===== src/hdl/pcic_pkg.sv =====
// Shared types, constants and helpers for the clamped-integrator PID core.
`timescale 1ns / 1ps
`default_nettype none
package pcic_pkg;

    localparam int ERR_W      = 16;
    localparam int ACC_W_DEF  = 32;
    localparam int GAIN_W     = 24;
    localparam int LIMIT_W    = 32;
    localparam int RATE_W     = 24;
    localparam int DRIVE_W    = 32;
    localparam int CFG_IDX_W  = 3;
    localparam int CFG_DATA_W = 32;

    // Serial multiply / divide unit
    localparam int MD_W       = 64;
    localparam int MD_B_W     = 28;
    localparam int MUL_STEPS  = 24;
    localparam int DIV_STEPS  = 64;

    localparam logic [MD_W-1:0] TERM_BOUND = 64'h2000_0000_0000_0000;
    localparam logic [MD_W-1:0] MAG_MAX    = 64'h7FFF_FFFF_FFFF_FFFF;

    localparam logic signed [GAIN_W-1:0] KP_RST    = 24'sd65536;
    localparam logic signed [GAIN_W-1:0] KI_RST    = 24'sd0;
    localparam logic signed [GAIN_W-1:0] KD_RST    = 24'sd0;
    localparam logic [LIMIT_W-1:0]       LIMIT_RST = 32'hFFFF_FFFF;
    localparam logic [RATE_W-1:0]        RATE_RST  = 24'd256;

    typedef struct packed {
        logic                    command;
        logic signed [ERR_W-1:0] error_sample;
        logic                    sample_invalid;
    } t_in;

    typedef struct packed {
        logic signed [DRIVE_W-1:0] drive_value;
        logic                      drive_saturated;
    } t_out;

    typedef enum logic [CFG_IDX_W-1:0] {
        REG_PROP_GAIN   = 3'd0,
        REG_INTEG_GAIN  = 3'd1,
        REG_DERIV_GAIN  = 3'd2,
        REG_INTEG_LIMIT = 3'd3,
        REG_SAMPLE_RATE = 3'd4
    } t_cfg_idx;

    typedef enum logic [2:0] {
        OP_BMUL  = 3'd0,
        OP_BDIV  = 3'd1,
        OP_PMUL  = 3'd2,
        OP_IMUL  = 3'd3,
        OP_IDIV  = 3'd4,
        OP_DMUL1 = 3'd5,
        OP_DMUL2 = 3'd6
    } t_op;

    typedef enum logic [11:0] {
        S_BCHK  = 12'b0000_0000_0001,
        S_BMUL  = 12'b0000_0000_0010,
        S_BDIV  = 12'b0000_0000_0100,
        S_IDLE  = 12'b0000_0000_1000,
        S_ACC   = 12'b0000_0001_0000,
        S_CLAMP = 12'b0000_0010_0000,
        S_PMUL  = 12'b0000_0100_0000,
        S_IMUL  = 12'b0000_1000_0000,
        S_IDIV  = 12'b0001_0000_0000,
        S_DMUL1 = 12'b0010_0000_0000,
        S_DMUL2 = 12'b0100_0000_0000,
        S_DONE  = 12'b1000_0000_0000
    } t_state;

    typedef struct packed {
        logic cfg_we;
        logic load_in;
        logic acc_step;
        logic clamp_step;
        logic op_start;
        t_op  op;
        logic out_load;
    } t_dp_cmd;

    typedef struct packed {
        logic op_done;
        logic in_zero;
        logic need_bound;
    } t_dp_sts;

    // Magnitude of a signed gain, zero-extended to the unit's operand width
    function automatic logic [MD_B_W-1:0] gain_mag(input logic signed [GAIN_W-1:0] g);
        logic signed [GAIN_W:0] x;
        begin
            x = (GAIN_W+1)'(g);
            if (x < 0) begin
                x = -x;
            end
            return MD_B_W'($unsigned(x));
        end
    endfunction

endpackage
`default_nettype wire


===== src/hdl/pcic_muldiv.sv =====
// Shared bit-serial unsigned multiplier (saturating) and restoring divider.
`timescale 1ns / 1ps
`default_nettype none
module pcic_muldiv
    import pcic_pkg::*;
(
    input  wire logic              i_clk,
    input  wire logic              i_rst_n,
    input  wire logic              i_start,
    input  wire logic              i_is_div,
    input  wire logic [MD_W-1:0]   i_a,
    input  wire logic [MD_B_W-1:0] i_b,
    output logic                   o_done,
    output logic [MD_W-1:0]        o_result
);

    localparam int CNT_W  = $clog2(DIV_STEPS);
    localparam int PROD_W = MD_W + MUL_STEPS;

    logic                r_busy;
    logic                r_done;
    logic                r_div;
    logic [CNT_W-1:0]    r_cnt;
    logic [PROD_W-1:0]   r_acc;
    logic [PROD_W-1:0]   r_ma;
    logic [MUL_STEPS-1:0] r_mb;
    logic [MD_W-1:0]     r_q;
    logic [MD_B_W:0]     r_rem;
    logic [MD_B_W-1:0]   r_d;

    logic [MD_B_W:0]     rem_sh;
    logic                q_bit;

    always_comb begin
        rem_sh = {r_rem[MD_B_W-1:0], r_q[MD_W-1]};
        q_bit  = (rem_sh >= {1'b0, r_d});
    end

    always_ff @(posedge i_clk) begin
        if (!i_rst_n) begin
            r_busy <= 1'b0;
            r_done <= 1'b0;
        end else begin
            r_done <= 1'b0;
            if (i_start) begin
                r_busy <= 1'b1;
                r_cnt  <= i_is_div ? CNT_W'(DIV_STEPS - 1) : CNT_W'(MUL_STEPS - 1);
            end else if (r_busy) begin
                r_cnt <= r_cnt - 1'b1;
                if (r_cnt == '0) begin
                    r_busy <= 1'b0;
                    r_done <= 1'b1;
                end
            end
        end
    end

    always_ff @(posedge i_clk) begin
        if (i_start) begin
            r_div <= i_is_div;
            r_acc <= '0;
            r_ma  <= PROD_W'(i_a);
            r_mb  <= i_b[MUL_STEPS-1:0];
            r_q   <= i_a;
            r_rem <= '0;
            r_d   <= i_b;
        end else if (r_busy) begin
            if (r_div) begin
                r_rem <= q_bit ? (rem_sh - {1'b0, r_d}) : rem_sh;
                r_q   <= {r_q[MD_W-2:0], q_bit};
            end else begin
                if (r_mb[0]) begin
                    r_acc <= r_acc + r_ma;
                end
                r_ma <= {r_ma[PROD_W-2:0], 1'b0};
                r_mb <= {1'b0, r_mb[MUL_STEPS-1:1]};
            end
        end
    end

    always_comb begin
        o_done = r_done;
        if (r_div) begin
            o_result = r_q;
        end else if (r_acc > PROD_W'(MAG_MAX)) begin
            o_result = MAG_MAX;
        end else begin
            o_result = r_acc[MD_W-1:0];
        end
    end

endmodule
`default_nettype wire


===== src/hdl/pcic_datapath.sv =====
// Datapath: config registers, integrator, term accumulation and output register.
`timescale 1ns / 1ps
`default_nettype none
module pcic_datapath
    import pcic_pkg::*;
#(
    parameter int ACC_WIDTH = ACC_W_DEF
) (
    input  wire logic                  i_clk,
    input  wire logic                  i_rst_n,
    input  wire t_dp_cmd               i_cmd,
    output t_dp_sts                    o_sts,
    input  wire t_in                   i_in,
    input  wire logic [CFG_IDX_W-1:0]  i_cfg_index,
    input  wire logic [CFG_DATA_W-1:0] i_cfg_data,
    output t_out                       o_out
);

    localparam logic [MD_W-1:0] ACC_MAX_U = (64'd1 << (ACC_WIDTH - 1)) - 64'd1;
    localparam logic signed [ACC_WIDTH-1:0] ACC_MAX_S = {1'b0, {(ACC_WIDTH-1){1'b1}}};
    localparam logic signed [ACC_WIDTH-1:0] ACC_MIN_S = {1'b1, {(ACC_WIDTH-1){1'b0}}};

    logic signed [GAIN_W-1:0]    r_kp, r_ki, r_kd;
    logic [LIMIT_W-1:0]          r_limit;
    logic [RATE_W-1:0]           r_rate;
    logic signed [ACC_WIDTH-1:0] r_integ;
    logic [ACC_WIDTH-1:0]        r_lim;
    logic signed [ERR_W-1:0]     r_last;
    logic signed [ERR_W-1:0]     r_e;
    logic signed [ERR_W:0]       r_diff;
    logic signed [MD_W-1:0]      r_sum;
    t_op                         r_op;
    t_out                        r_out;

    logic [RATE_W-1:0]           rate_eff;
    logic [MD_B_W-1:0]           rate16;
    logic                        ki_pos, lim_on;
    logic signed [ACC_WIDTH-1:0] lim_s, neg_lim;
    logic signed [ACC_WIDTH:0]   add_s;
    logic signed [ACC_WIDTH-1:0] add_sat, clamp_v;
    logic signed [ERR_W:0]       e_x, e_abs;
    logic signed [ERR_W+1:0]     d_x, d_abs;
    logic signed [MD_W:0]        i_x, i_abs;
    logic                        md_done;
    logic [MD_W-1:0]             md_res;
    logic [MD_W-1:0]             md_a;
    logic [MD_B_W-1:0]           md_b;
    logic                        md_div;
    logic [MD_W-1:0]             term_mag;
    logic                        term_neg;
    logic signed [MD_W-1:0]      term_val;
    logic                        term_add;

    assign rate_eff = (r_rate == '0) ? RATE_W'(1) : r_rate;
    assign rate16   = {rate_eff, 4'b0000};
    assign ki_pos   = !r_ki[GAIN_W-1] && (r_ki != '0);
    assign lim_on   = (r_limit != '1);
    assign lim_s    = $signed(r_lim);
    assign neg_lim  = -lim_s;

    // Saturating integrator add
    always_comb begin
        add_s = (ACC_WIDTH+1)'(r_integ) + (ACC_WIDTH+1)'(r_e);
        if (add_s[ACC_WIDTH] != add_s[ACC_WIDTH-1]) begin
            add_sat = add_s[ACC_WIDTH] ? ACC_MIN_S : ACC_MAX_S;
        end else begin
            add_sat = add_s[ACC_WIDTH-1:0];
        end
    end

    always_comb begin
        clamp_v = r_integ;
        if (!ki_pos) begin
            clamp_v = '0;
        end else if (lim_on) begin
            if (r_integ > lim_s) begin
                clamp_v = lim_s;
            end else if (r_integ < neg_lim) begin
                clamp_v = neg_lim;
            end
        end
    end

    // Operand magnitudes
    always_comb begin
        e_x   = (ERR_W+1)'(r_e);
        e_abs = (e_x < 0) ? -e_x : e_x;
        d_x   = (ERR_W+2)'(r_diff);
        d_abs = (d_x < 0) ? -d_x : d_x;
        i_x   = (MD_W+1)'(r_integ);
        i_abs = (i_x < 0) ? -i_x : i_x;
    end

    // Operand select; chained ops take the previous product straight off the unit
    always_comb begin
        md_a   = '0;
        md_b   = '0;
        md_div = 1'b0;
        case (i_cmd.op)
            OP_BMUL: begin
                md_a = MD_W'(r_limit);
                md_b = MD_B_W'(rate_eff);
            end
            OP_BDIV: begin
                md_a   = {md_res[MD_W-5:0], 4'b0000};
                md_b   = gain_mag(r_ki);
                md_div = 1'b1;
            end
            OP_PMUL: begin
                md_a = MD_W'($unsigned(e_abs));
                md_b = gain_mag(r_kp);
            end
            OP_IMUL: begin
                md_a = i_abs[MD_W-1:0];
                md_b = gain_mag(r_ki);
            end
            OP_IDIV: begin
                md_a   = md_res;
                md_b   = rate16;
                md_div = 1'b1;
            end
            OP_DMUL1: begin
                md_a = MD_W'($unsigned(d_abs));
                md_b = gain_mag(r_kd);
            end
            OP_DMUL2: begin
                md_a = md_res;
                md_b = MD_B_W'(rate_eff);
            end
            default: begin
                md_a = '0;
            end
        endcase
    end

    pcic_muldiv u_md (
        .i_clk    (i_clk),
        .i_rst_n  (i_rst_n),
        .i_start  (i_cmd.op_start),
        .i_is_div (md_div),
        .i_a      (md_a),
        .i_b      (md_b),
        .o_done   (md_done),
        .o_result (md_res)
    );

    // Term shaping on completion of P, I and D ops
    always_comb begin
        term_mag = '0;
        term_neg = 1'b0;
        term_add = 1'b0;
        case (r_op)
            OP_PMUL: begin
                term_mag = md_res >> 12;
                term_neg = r_e[ERR_W-1] ^ r_kp[GAIN_W-1];
                term_add = 1'b1;
            end
            OP_IDIV: begin
                term_mag = (md_res > TERM_BOUND) ? TERM_BOUND : md_res;
                term_neg = r_integ[ACC_WIDTH-1];
                term_add = 1'b1;
            end
            OP_DMUL2: begin
                term_mag = ((md_res >> 20) > TERM_BOUND) ? TERM_BOUND : (md_res >> 20);
                term_neg = r_diff[ERR_W] ^ r_kd[GAIN_W-1];
                term_add = 1'b1;
            end
            default: begin
                term_add = 1'b0;
            end
        endcase
        term_val = term_neg ? -$signed(term_mag) : $signed(term_mag);
    end

    always_ff @(posedge i_clk) begin
        if (!i_rst_n) begin
            r_kp    <= KP_RST;
            r_ki    <= KI_RST;
            r_kd    <= KD_RST;
            r_limit <= LIMIT_RST;
            r_rate  <= RATE_RST;
            r_integ <= '0;
            r_last  <= '0;
        end else begin
            if (i_cmd.cfg_we) begin
                unique case (i_cfg_index)
                    REG_PROP_GAIN:   r_kp    <= $signed(i_cfg_data[GAIN_W-1:0]);
                    REG_INTEG_GAIN:  r_ki    <= $signed(i_cfg_data[GAIN_W-1:0]);
                    REG_DERIV_GAIN:  r_kd    <= $signed(i_cfg_data[GAIN_W-1:0]);
                    REG_INTEG_LIMIT: r_limit <= i_cfg_data[LIMIT_W-1:0];
                    REG_SAMPLE_RATE: r_rate  <= i_cfg_data[RATE_W-1:0];
                    default: begin
                    end
                endcase
            end
            if (i_cmd.load_in && i_in.command) begin
                r_integ <= '0;
            end
            if (i_cmd.acc_step) begin
                r_integ <= add_sat;
                r_last  <= r_e;
            end
            if (i_cmd.clamp_step) begin
                r_integ <= clamp_v;
            end
        end
    end

    always_ff @(posedge i_clk) begin
        if (i_cmd.load_in) begin
            r_e   <= i_in.error_sample;
            r_sum <= '0;
        end else if (md_done && term_add) begin
            r_sum <= r_sum - term_val;
        end
        if (i_cmd.acc_step) begin
            r_diff <= (ERR_W+1)'(r_e) - (ERR_W+1)'(r_last);
        end
        if (i_cmd.op_start) begin
            r_op <= i_cmd.op;
        end
        if (md_done && (r_op == OP_BDIV)) begin
            r_lim <= (md_res > ACC_MAX_U) ? ACC_MAX_U[ACC_WIDTH-1:0]
                                          : md_res[ACC_WIDTH-1:0];
        end
        if (i_cmd.out_load) begin
            if (r_sum > 64'sd2147483647) begin
                r_out.drive_value     <= 32'sh7FFF_FFFF;
                r_out.drive_saturated <= 1'b1;
            end else if (r_sum < -64'sd2147483648) begin
                r_out.drive_value     <= 32'sh8000_0000;
                r_out.drive_saturated <= 1'b1;
            end else begin
                r_out.drive_value     <= r_sum[DRIVE_W-1:0];
                r_out.drive_saturated <= 1'b0;
            end
        end
    end

    assign o_out            = r_out;
    assign o_sts.op_done    = md_done;
    assign o_sts.in_zero    = i_in.command | i_in.sample_invalid;
    assign o_sts.need_bound = ki_pos & lim_on;

`ifndef SYNTHESIS
    a_invalid_keeps_integ: assert property (@(posedge i_clk) disable iff (!i_rst_n)
        i_cmd.load_in && i_in.sample_invalid && !i_in.command |=> $stable(r_integ))
        else $error("invalid sample changed the integral");

    a_cmd_clears_integ: assert property (@(posedge i_clk) disable iff (!i_rst_n)
        i_cmd.load_in && i_in.command |=> r_integ == '0)
        else $error("reset command did not clear the integral");

    a_clamp_in_bound: assert property (@(posedge i_clk) disable iff (!i_rst_n)
        $past(i_cmd.clamp_step) && ki_pos && lim_on |->
            (r_integ <= lim_s) && (r_integ >= neg_lim))
        else $error("integral outside its clamp after clamp step");
`endif

endmodule
`default_nettype wire


===== src/hdl/pcic_ctrl.sv =====
// Controller FSM: handshakes, bound recompute and per-sample op sequencing.
`timescale 1ns / 1ps
`default_nettype none
module pcic_ctrl
    import pcic_pkg::*;
(
    input  wire logic    i_clk,
    input  wire logic    i_rst_n,
    input  wire logic    i_in_valid,
    output logic         o_in_ready,
    output logic         o_out_valid,
    input  wire logic    i_out_ready,
    input  wire logic    i_cfg_valid,
    output logic         o_cfg_ready,
    input  wire t_dp_sts i_sts,
    output t_dp_cmd      o_cmd
);

    t_state r_state, n_state;
    logic   r_out_valid, n_out_valid;
    logic   in_fire, cfg_fire, out_load, is_op;

    assign o_cfg_ready = (r_state == S_IDLE);
    assign o_in_ready  = (r_state == S_IDLE) && !i_cfg_valid;
    assign cfg_fire    = i_cfg_valid && o_cfg_ready;
    assign in_fire     = i_in_valid && o_in_ready;
    assign out_load    = (r_state == S_DONE) && (!r_out_valid || i_out_ready);

    always_comb begin
        n_state = r_state;
        unique case (r_state)
            S_BCHK:  n_state = i_sts.need_bound ? S_BMUL : S_IDLE;
            S_BMUL:  if (i_sts.op_done) n_state = S_BDIV;
            S_BDIV:  if (i_sts.op_done) n_state = S_IDLE;
            S_IDLE: begin
                if (cfg_fire) begin
                    n_state = S_BCHK;
                end else if (in_fire) begin
                    n_state = i_sts.in_zero ? S_DONE : S_ACC;
                end
            end
            S_ACC:   n_state = S_CLAMP;
            S_CLAMP: n_state = S_PMUL;
            S_PMUL:  if (i_sts.op_done) n_state = S_IMUL;
            S_IMUL:  if (i_sts.op_done) n_state = S_IDIV;
            S_IDIV:  if (i_sts.op_done) n_state = S_DMUL1;
            S_DMUL1: if (i_sts.op_done) n_state = S_DMUL2;
            S_DMUL2: if (i_sts.op_done) n_state = S_DONE;
            S_DONE:  if (out_load) n_state = S_IDLE;
            default: n_state = S_BCHK;
        endcase
    end

    // Each op state kicks the shared unit on entry
    always_comb begin
        is_op     = 1'b1;
        o_cmd.op  = OP_BMUL;
        unique case (n_state)
            S_BMUL:  o_cmd.op = OP_BMUL;
            S_BDIV:  o_cmd.op = OP_BDIV;
            S_PMUL:  o_cmd.op = OP_PMUL;
            S_IMUL:  o_cmd.op = OP_IMUL;
            S_IDIV:  o_cmd.op = OP_IDIV;
            S_DMUL1: o_cmd.op = OP_DMUL1;
            S_DMUL2: o_cmd.op = OP_DMUL2;
            default: is_op = 1'b0;
        endcase
        o_cmd.op_start   = is_op && (n_state != r_state);
        o_cmd.cfg_we     = cfg_fire;
        o_cmd.load_in    = in_fire;
        o_cmd.acc_step   = (r_state == S_ACC);
        o_cmd.clamp_step = (r_state == S_CLAMP);
        o_cmd.out_load   = out_load;
    end

    always_comb begin
        n_out_valid = r_out_valid;
        if (out_load) begin
            n_out_valid = 1'b1;
        end else if (i_out_ready) begin
            n_out_valid = 1'b0;
        end
    end

    always_ff @(posedge i_clk) begin
        if (!i_rst_n) begin
            r_state     <= S_BCHK;
            r_out_valid <= 1'b0;
        end else begin
            r_state     <= n_state;
            r_out_valid <= n_out_valid;
        end
    end

    assign o_out_valid = r_out_valid;

`ifndef SYNTHESIS
    a_done_in_op_state: assert property (@(posedge i_clk) disable iff (!i_rst_n)
        i_sts.op_done |-> (r_state == S_BMUL) || (r_state == S_BDIV) ||
            (r_state == S_PMUL) || (r_state == S_IMUL) || (r_state == S_IDIV) ||
            (r_state == S_DMUL1) || (r_state == S_DMUL2))
        else $error("unit finished outside an op state");

    a_cfg_recomputes_bound: assert property (@(posedge i_clk) disable iff (!i_rst_n)
        cfg_fire |=> r_state == S_BCHK)
        else $error("config write did not trigger bound recompute");

    a_out_valid_held: assert property (@(posedge i_clk) disable iff (!i_rst_n)
        r_out_valid && !i_out_ready |=> r_out_valid)
        else $error("output valid dropped while the receiver stalled");
`endif

endmodule
`default_nettype wire


===== src/hdl/pid_controller_clamped_integrator_core.sv =====
// Top level of the negated PID controller with clamped integrator.
//
// Usage notes:
//  - Input channel (i_in_valid/o_in_ready, i_in): one word per error sample.
//    command=1 clears the integral and answers 0; sample_invalid=1 answers 0
//    and touches no state.
//  - A normal sample takes the integrator add and clamp steps, then runs
//    four 24-step multiplies and one 64-step divide on one shared bit-serial
//    multiply/divide unit, then the output load. The next sample is accepted
//    only after that load.
//  - Output channel (o_out_valid/i_out_ready, o_out): one word per input word.
//    The result sits in an output register, so a new sample is accepted while
//    the previous result waits; a stalled receiver holds the next result in
//    the final state until the register frees up.
//  - Config channel (i_cfg_valid/o_cfg_ready): write only while idle. Each
//    write recomputes the integral bound (L*rate*16/ki) when one applies,
//    during which no sample is accepted.
//  - Reset (i_rst_n low, synchronous): registers take their defaults, the
//    integral and last error clear, output valid drops.
`timescale 1ns / 1ps
`default_nettype none
module pid_controller_clamped_integrator_core
    import pcic_pkg::*;
#(
    parameter int ACC_WIDTH = ACC_W_DEF
) (
    input  wire logic                  i_clk,
    input  wire logic                  i_rst_n,
    // sample words in
    input  wire logic                  i_in_valid,
    output logic                       o_in_ready,
    input  wire t_in                   i_in,
    // drive words out
    output logic                       o_out_valid,
    input  wire logic                  i_out_ready,
    output t_out                       o_out,
    // register writes
    input  wire logic                  i_cfg_valid,
    output logic                       o_cfg_ready,
    input  wire logic [CFG_IDX_W-1:0]  i_cfg_index,
    input  wire logic [CFG_DATA_W-1:0] i_cfg_data
);

    t_dp_cmd dp_cmd;
    t_dp_sts dp_sts;

    // sequencing, handshakes
    pcic_ctrl u_ctrl (
        .i_clk       (i_clk),
        .i_rst_n     (i_rst_n),
        .i_in_valid  (i_in_valid),
        .o_in_ready  (o_in_ready),
        .o_out_valid (o_out_valid),
        .i_out_ready (i_out_ready),
        .i_cfg_valid (i_cfg_valid),
        .o_cfg_ready (o_cfg_ready),
        .i_sts       (dp_sts),
        .o_cmd       (dp_cmd)
    );

    // arithmetic, state and result register
    pcic_datapath #(
        .ACC_WIDTH (ACC_WIDTH)
    ) u_dp (
        .i_clk       (i_clk),
        .i_rst_n     (i_rst_n),
        .i_cmd       (dp_cmd),
        .o_sts       (dp_sts),
        .i_in        (i_in),
        .i_cfg_index (i_cfg_index),
        .i_cfg_data  (i_cfg_data),
        .o_out       (o_out)
    );

endmodule
`default_nettype wire

===== config.mk =====
export PLATFORM = sky130hd
export DESIGN_NAME = pid_controller_clamped_integrator_core
export DESIGN_NICKNAME = d
export VERILOG_FILES = /design/src/hdl/pcic_pkg.sv /design/src/hdl/pcic_muldiv.sv /design/src/hdl/pcic_datapath.sv /design/src/hdl/pcic_ctrl.sv /design/src/hdl/pid_controller_clamped_integrator_core.sv
export SDC_FILE = /design/constraint.sdc
export NUM_CORES = 2
export LEC_CHECK = 0
export BUFFER_PORTS_ARGS = -buffer_cell sky130_fd_sc_hd__buf_2
export CAP_MARGIN = 10
export CORE_UTILIZATION = 47
export CTS_CLUSTER_SIZE = 40
export DETAILED_ROUTE_END_ITERATION = 7
export GPL_ROUTABILITY_DRIVEN = 0
export PLACE_DENSITY_LB_ADDON = 0.2
export RECOVER_POWER = 50
export SLEW_MARGIN = 20
export SYNTH_ARGS = -nofsm -noshare
export SYNTH_HDL_FRONTEND = slang
export SYNTH_HIERARCHICAL = 1
export SYNTH_SLANG_ARGS = --single-unit

===== constraint.sdc =====
create_clock -name i_clk -period 7.43 [get_ports i_clk]
set_input_delay 1.486 -clock i_clk [delete_from_list [all_inputs] [get_ports i_clk]]
set_output_delay 1.486 -clock i_clk [all_outputs]
set_load 0.01 [all_outputs]

## Yosys cells after proc, flatten, opt, wreduce, memory -nomap -nowiden

Cells that the tools add are included.

| cells by class | value |
|---|---|
| reductions and logical operators | 41 |
| div/mod/pow operators | 0 |
| multiply operators | 0 |
| magnitude comparators | 15 |
| bitwise operators | 7 |
| mux-type cells | 62 |
| equality and inequality tests | 39 |
| $add $sub $neg | 14 |
| shifts and indexed selects | 0 |

Operator list:

| kind | number |
|---|---|
| $mux 64 | 11 |
| $pmux 64 s6 | 1 |
| $mux 32 | 9 |
| $pmux 64 s3 | 1 |
| $pmux 12 s12 | 1 |
| $pmux 28 s5 | 1 |
| $mux 12 | 11 |
| $mux 24 | 4 |
| $add 88x88->88 | 1 |
| $gt 88x63->1 const B | 1 |
| $mux 25 | 3 |
| $neg 24->25 | 3 |
| $lt 24x1->1 const B | 3 |
| $gt 64x31->1 const B | 1 |
| $gt 64x32->1 const B | 1 |
| $gt 64x62->1 const B | 1 |
| $lt 64x32->1 const B | 1 |
| $neg 32->64 | 1 |
| $neg 64->64 | 1 |
| $sub 64x64->64 | 1 |
| $gt 44x62->1 const B | 1 |
| $mux 62 | 1 |
| $add 32x16->33 | 1 |
| $mux 33 | 1 |
| 59 further kinds | 117 |

| storage, ports and cells | value |
|---|---|
| latch bits | 0 |
| memories | 0 |
| input port bits | 58 |
| output and inout port bits | 36 |
| ROM bits | 0 |
| flip-flop bits (word level) | 683 |
| bits in writable memories | 0 |

## Logic depth before layout (Yosys ltp)

| depth | value |
|---|---|
| depth after elaboration | 13 |
| gate-level depth with buffers | 39 |
| mapped depth without buffers | 31 |

## Modules after synthesis

The synthesis kept the hierarchy.

Modules (own cells, without submodules):

| module | cells an instance | area each (um2) | instances | seq. area each (um2) |
|---|---|---|---|---|
| pcic_datapath | 3786 | 29014.1 | 1 | 7837.5 |
| pcic_muldiv | 2372 | 20051.7 | 1 | 8458.1 |
| pcic_ctrl | 118 | 983.4 | 1 | 260.2 |

## Worst setup path after synthesis

No wires, ideal clock.

| timing | value |
|---|---|
| path type | register to register |
| start | reg u_dp.u_md.r_acc[65] |
| end | reg u_dp.r_sum[62] |
| setup slack | -226 ps |
| buffers on the path | 6 |
| data arrival time | 7538 ps |
| period minus slack after synthesis | 7656 ps |
| stages on the path, launching flop included | 37 |
| cell sequence | dfxtp_1 -> or4_1 -> nor4_1 -> nand4_1 -> clkbuf_1 -> nor2_1 -> a21oi_1 -> nor4b_1 -> nand4_1 -> nor4_1 -> a31o_2 -> buf_2 -> buf_2 -> buf_2 -> buf_1 -> a21oi_1 -> ha_1 -> o21ai_0 -> or4_1 -> a2111oi_4 -> nand2_1 -> nor3_1 -> nand3_1 -> o41ai_1 -> xnor2_1 -> ha_1 -> clkbuf_1 -> and3_1 -> nand4_1 -> o31ai_1 -> nor4_1 -> nand2_1 -> o211ai_1 -> a21oi_1 -> o21a_1 -> or4b_1 -> a32o_1 |

| between the ends | value |
|---|---|
| cells in the longest elaborated chain, start to end | 9 |
| elaborated cells on any way between the ends | 11 |
| those cells by class | 2 x add/sub; 3 x order compare; 6 x mux |

RTL lines:

| what | line | text |
|---|---|---|
| start: declaration | pcic_muldiv.sv:24 | `logic [PROD_W-1:0] r_acc;` |
| start signal: assignment | pcic_muldiv.sv:73 | `r_acc <= r_acc + r_ma;` |
| $gt 88x63->1 * | pcic_muldiv.sv:85 | `end else if (r_acc > PROD_W'(MAG_MAX)) begin` |
| $mux 64 * | pcic_muldiv.sv:85 |  |
| $mux 64 * | pcic_muldiv.sv:83 | `if (r_div) begin` |
| named net u_dp.md_res[61] | pcic_datapath.sv:45 | `logic [MD_W-1:0] md_res;` |
| $gt 64x62->1 / $gt 44x62->1 (equally long branches) | pcic_datapath.sv:159, pcic_datapath.sv:164 |  |
| $mux 64 / $mux 62 (equally long branches) | pcic_datapath.sv:159, pcic_datapath.sv:164 |  |
| $pmux 64 s3 * | pcic_datapath.sv:152 | `case (r_op)` |
| $neg 64->64 | pcic_datapath.sv:172 | `term_val = term_neg ? -$signed(term_mag) : $signed(term_mag);` |
| $mux 64 * | pcic_datapath.sv:172 |  |
| $sub 64x64->64 * | pcic_datapath.sv:214 | `r_sum <= r_sum - term_val;` |
| end signal: assignment | pcic_datapath.sv:214 |  |
| end: declaration | pcic_datapath.sv:31 | `logic signed [MD_W-1:0] r_sum;` |

The timed path passes the listed nets; every way through them passes the cells marked *.
A chain may end at the register's enable or synchronous reset.

## Worst setup path after layout

| timing | value |
|---|---|
| start | reg u_dp.u_md.r_div |
| end | reg u_dp.r_sum[62] |

| between the ends | value |
|---|---|
| cells in the longest elaborated chain, start to end | 7 |
| elaborated cells on any way between the ends | 9 |
| those cells by class | 2 x add/sub; 2 x order compare; 5 x mux |

RTL lines:

| what | line | text |
|---|---|---|
| start: declaration | pcic_muldiv.sv:22 | `logic r_div;` |
| start signal: assignment | pcic_muldiv.sv:60 | `r_div <= i_is_div;` |
| $mux 64 * | pcic_muldiv.sv:83 |  |
| named net u_dp.md_res[37] | pcic_datapath.sv:45 |  |
| $gt 64x62->1 / $gt 44x62->1 (equally long branches) | pcic_datapath.sv:159, pcic_datapath.sv:164 |  |
| $mux 64 / $mux 62 (equally long branches) | pcic_datapath.sv:159, pcic_datapath.sv:164 |  |
| $pmux 64 s3 * | pcic_datapath.sv:152 |  |
| $neg 64->64 | pcic_datapath.sv:172 |  |
| $mux 64 * | pcic_datapath.sv:172 |  |
| $sub 64x64->64 * | pcic_datapath.sv:214 |  |

Marks and branches as above.

==> key figures <==
Outcome
  – Outcome: finished with violations
  – Failing checks: max-capacitance violations, max-slew violations

Clocking
  – CTS clk-pin slew, worst paths: 0.06 ns
  – Hold_buf cts: 0
  – Bufs on Longest Clock Path: 3
  – CTS Buf Count: just over 80
  – Clock Tree Root: clkbuf_16
  – CTS H-tree lvls: 3
  – Clk_lat worst skew: 0.70 ns
  – CTS sink count: 683
  – CTS tree: done

Finish
  – Final net count: 6,788
  – Multi-input gate area: roughly 31,000 um^2
  – Reg area: about 17,000 um^2
  – Layout cells sized above 1: approximately an eighth
  – Non-filler instance count after layout: about 7,900
  – Synth-to-Final Area Change: 13.83%
  – Fill count: about 10,000

Pwr
  – Max VDD drop: about 180 uV
  – Overall Power: approximately 15,000 uW
  – PD cells: ~260 nW/um^2
  – Pleak: ~0.023 uW

Route
  – Vias per cell: roughly 6.1
  – Initial DRC Count: ~4,600
  – Via Count: ~48,000
  – WL final: 162,600 um
  – Routed Antenna Nets: 0
  – Routed WL per cell: approximately 21 um
  – # DRC: 0
  – Length of the first detailed-routing pass in iterations: 6

Worst setup path
  – R2R setup slack: 0.16 ns
  – Worst reg2reg startpoint: u_dp/u_md/r_div$_DFFE_PP_
  – Max incr delay on CP: approximately 0.59 ns
  – Crit-path max FO: 6
  – Worst Setup End Kind: register
  – Most Frequent Cell on Critical Path: buf_4
  – Worst EP required: 7.99 ns
  – Crit start category: register
  – WS Path Type: reg2reg
  – Cells on worst reg2reg path: 38
  – Worst EP arrival: 7.82 ns
  – Worst flop-to-flop path endpoint: u_dp/r_sum[62]$_SDFFE_PP0P_
  – Slowest CP cell: or4_4

Logic synthesis
  – Top FF cell, synth: dfxtp_1
  – Syn_nets: approximately 6,600
  – Yosys top cell by area: edfxtp_1
  – Post-synth EDFFs: around 290
  – Syn Std Cell Area: approximately 50,000 um^2
  – Avg Inst Size Synth: 7.975 um^2
  – Post-synth ARST share: 0%
  – Synth cell types: approximately 110
  – Leading post-synthesis cells by cell area: edfxtp_1, dfxtp_1, ha_1
  – Register area share after synthesis: between 30% and 40%
  – Commonest cells in the netlist: nand2_1, a21oi_1, o21ai_0, nor2_1, dfxtp_1
  – Synthesized flop and latch total: slightly below 700
  – Cell count after synthesis: about 6,300
  – Most frequent cell after synthesis: nand2_1
  – Post-synth top area share: 17.28%
  – Synth warnings: 6

Die
  – Die X: around 330 um
  – Die area: between 100,000 and 150,000 um^2
  – Die Span Y: roughly 330 um
  – Initial Util: ~47%
  – Core box area: between 100,000 and 150,000 um^2
  – # rows: around 120
  – Number of top-level pins: 94

Global route
  – Total global-route track usage: roughly 29%
  – Vias in the first global route: 44,859
  – Total congestion overflow: 0
  – Initial antenna violation count: 1
  – Largest net degree at the start of global routing: around 150
  – First-pass GRT wire length: 251,100 um

STA
  – Period utilization: approximately 98%
  – Measured slew at the worst slew-check pin: between 3 and 4 ns
  – Worst Setup Slack, final: 0.1622 ns
  – Peak Freq: about 0.14 GHz
  – RSZ-0062 raised after global routing: yes
  – Relative slew slack: -114.3%
  – Setup-failing EPs final: 0
  – Post-layout min period: 7.268 ns
  – Final hold vios: 0
  – Final slew viol count: approximately 440
  – Clock Skew: between 0.04 and 0.05 ns

Place
  – Place WS: -0.5267 ns
  – Estimated wirelength of the detail-placed design: ~120,000 um
  – IO buf count: slightly above 90
  – Placed instance count: 7,709

Run
  – Max-Cap Viols: 10

Hold path
  – Worst Hold Depth: 2
  – Hold WC Path Type: reg2reg
  – Min-Delay Endpoint: u_dp/r_ki[1]$_SDFFE_PN0P_
  – Hold_sp: u_dp/r_ki[1]$_SDFFE_PN0P_
[flip-flops by register name, summed over array words and instances (netlist names), 32 cells and up]
signal           flops
u_dp/r_sum          64
u_dp/r_integ        32
u_dp/lim_s          32
u_dp/u_md/r_q       64
u_dp/u_md/r_acc     88
u_dp/u_md/r_ma      88
u_dp/o_out          33
u_dp/r_limit        32
[timing repair]
| action | 4_1_cts | 5_1_grt |
|---|---|---|
| pin swaps | 4 | 64 |
| endpoints found under the setup margin | 37 | 37 |
| cloned | 0 | 5 |
| buffers inserted | 1 | 18 |
| resized for setup | 9 | 130 |
| endpoints found under the hold margin | 0 | 0 |
[power breakdown]
part	switching, uW	internal, uW	leakage [uW]
logic	3270	2510	0.0160
registers	449	4300	0.00575
clock network	1800	2520	0.00142
total	5520	9330	0.0232
[stage by stage]
| step | TNS (ns) | hold WS (ns) | cell area [um^2] | utilization, % |
|---|---|---|---|---|
| finish | 0 | 0.4741 | 56970 | 54.04 |
| global route | -1.525 | 0.4962 | 56960 | 54.04 |
| CTS | 0 | 0.4755 | 56310 | 53.42 |
| detailed placement | -7.587 | 0.4584 | 53340 | 50.60 |
| global placement | -7.031 | 0.4555 | 53330 | 50.59 |
| floorplan | -0.08295 | 0.4373 | 50080 | - |
[layer usage]
layer  track usage (%)  part of all wire [%]
met1             38.64                    43
met2             47.43                    46
met3             4.414                   7.2
met4             11.32                   3.6
met5                 0                     0
[worst max-delay path: cells and delay by family, from the launching register on]
family                   cells  cell delay [ns]
buffers and inverters       11             1.74
AND/OR/NAND/NOR             14             2.40
adder cells (fa/ha/maj)      2             0.47
XOR/XNOR                     1             0.10
AO/OA/AOI/OAI               10             2.05
flip-flops                   1             0.35
[cell type report]
type | instances | share of cell area [%]
Timing Repair Buffer | 433 | 5.460
Clock inverter | 54 | 1.219
Antenna cell | 2 | 0.008785
Inverter | 308 | 2.032
Tap cell | 1391 | 3.055
Multi-Input combinational cell | 4918 | 55.26
Clock buffer | 100 | 3.896
Sequential cell | 683 | 29.07
[worst max-delay path by stage]
stage | from | to | slack (ns) | cells after the start
6_report | u_dp/u_md/r_div$_DFFE_PP_ | u_dp/r_sum[62]$_SDFFE_PP0P_ | 0.16 | 38
5_1_grt | u_dp/u_md/r_acc[68]$_SDFFE_PP0P_ | u_dp/r_sum[48]$_SDFFE_PP0P_ | -0.19 | 33
4_1_cts | u_dp/u_md/r_div$_DFFE_PP_ | u_dp/r_sum[48]$_SDFFE_PP0P_ | 0.05 | 36
3_5_place_dp | u_dp/u_md/r_acc[65]$_SDFFE_PP0P_ | u_dp/r_sum[60]$_SDFFE_PP0P_ | -0.53 | 35
3_3_place_gp | u_dp/u_md/r_acc[65]$_SDFFE_PP0P_ | u_dp/r_sum[60]$_SDFFE_PP0P_ | -0.51 | 35
2_1_floorplan | u_dp/u_md/r_acc[65]$_SDFFE_PP0P_ | u_dp/r_sum[62]$_SDFFE_PP0P_ | -0.08 | 36
[cells in the final DEF, fill, tap and decap left out, types with 31 or more instances in the layout]
cell       instances
o31ai_1           51
xnor2_1          234
nand4_1           93
nand3_1          128
inv_1            305
clkbuf_1          58
nand2b_1          81
nor4_1            60
o21bai_1          37
edfxtp_1         288
and2_1            32
a22oi_1           47
buf_2             57
nor2b_1           48
o21ai_0          453
buf_4            308
a221oi_1          31
mux2_2            44
nor2_1           385
mux2i_1           87
o21a_1            41
and3_1            49
or3_1             45
ha_1             295
a21o_1           149
a21oi_2           40
a22o_1            41
xor2_1           182
clkbuf_16         87
a31oi_1           61
nor3_1            92
a211oi_1          37
nand2_1          967
dfxtp_1          393
a21oi_1          605
[cells by family after synthesis]
group | after synthesis | synth area share, %
compound gates | 1893 | 23.50
xor+xnor | 417 | 7.297
fa+ha+maj | 304 | 7.675
buf+inv | 675 | 5.282
flops | 683 | 33.08
mux | 132 | 2.750
other cells | 1 | 0.007493
simple gates | 2171 | 20.40
No activity file was read; power rests on OpenSTA's default activity.
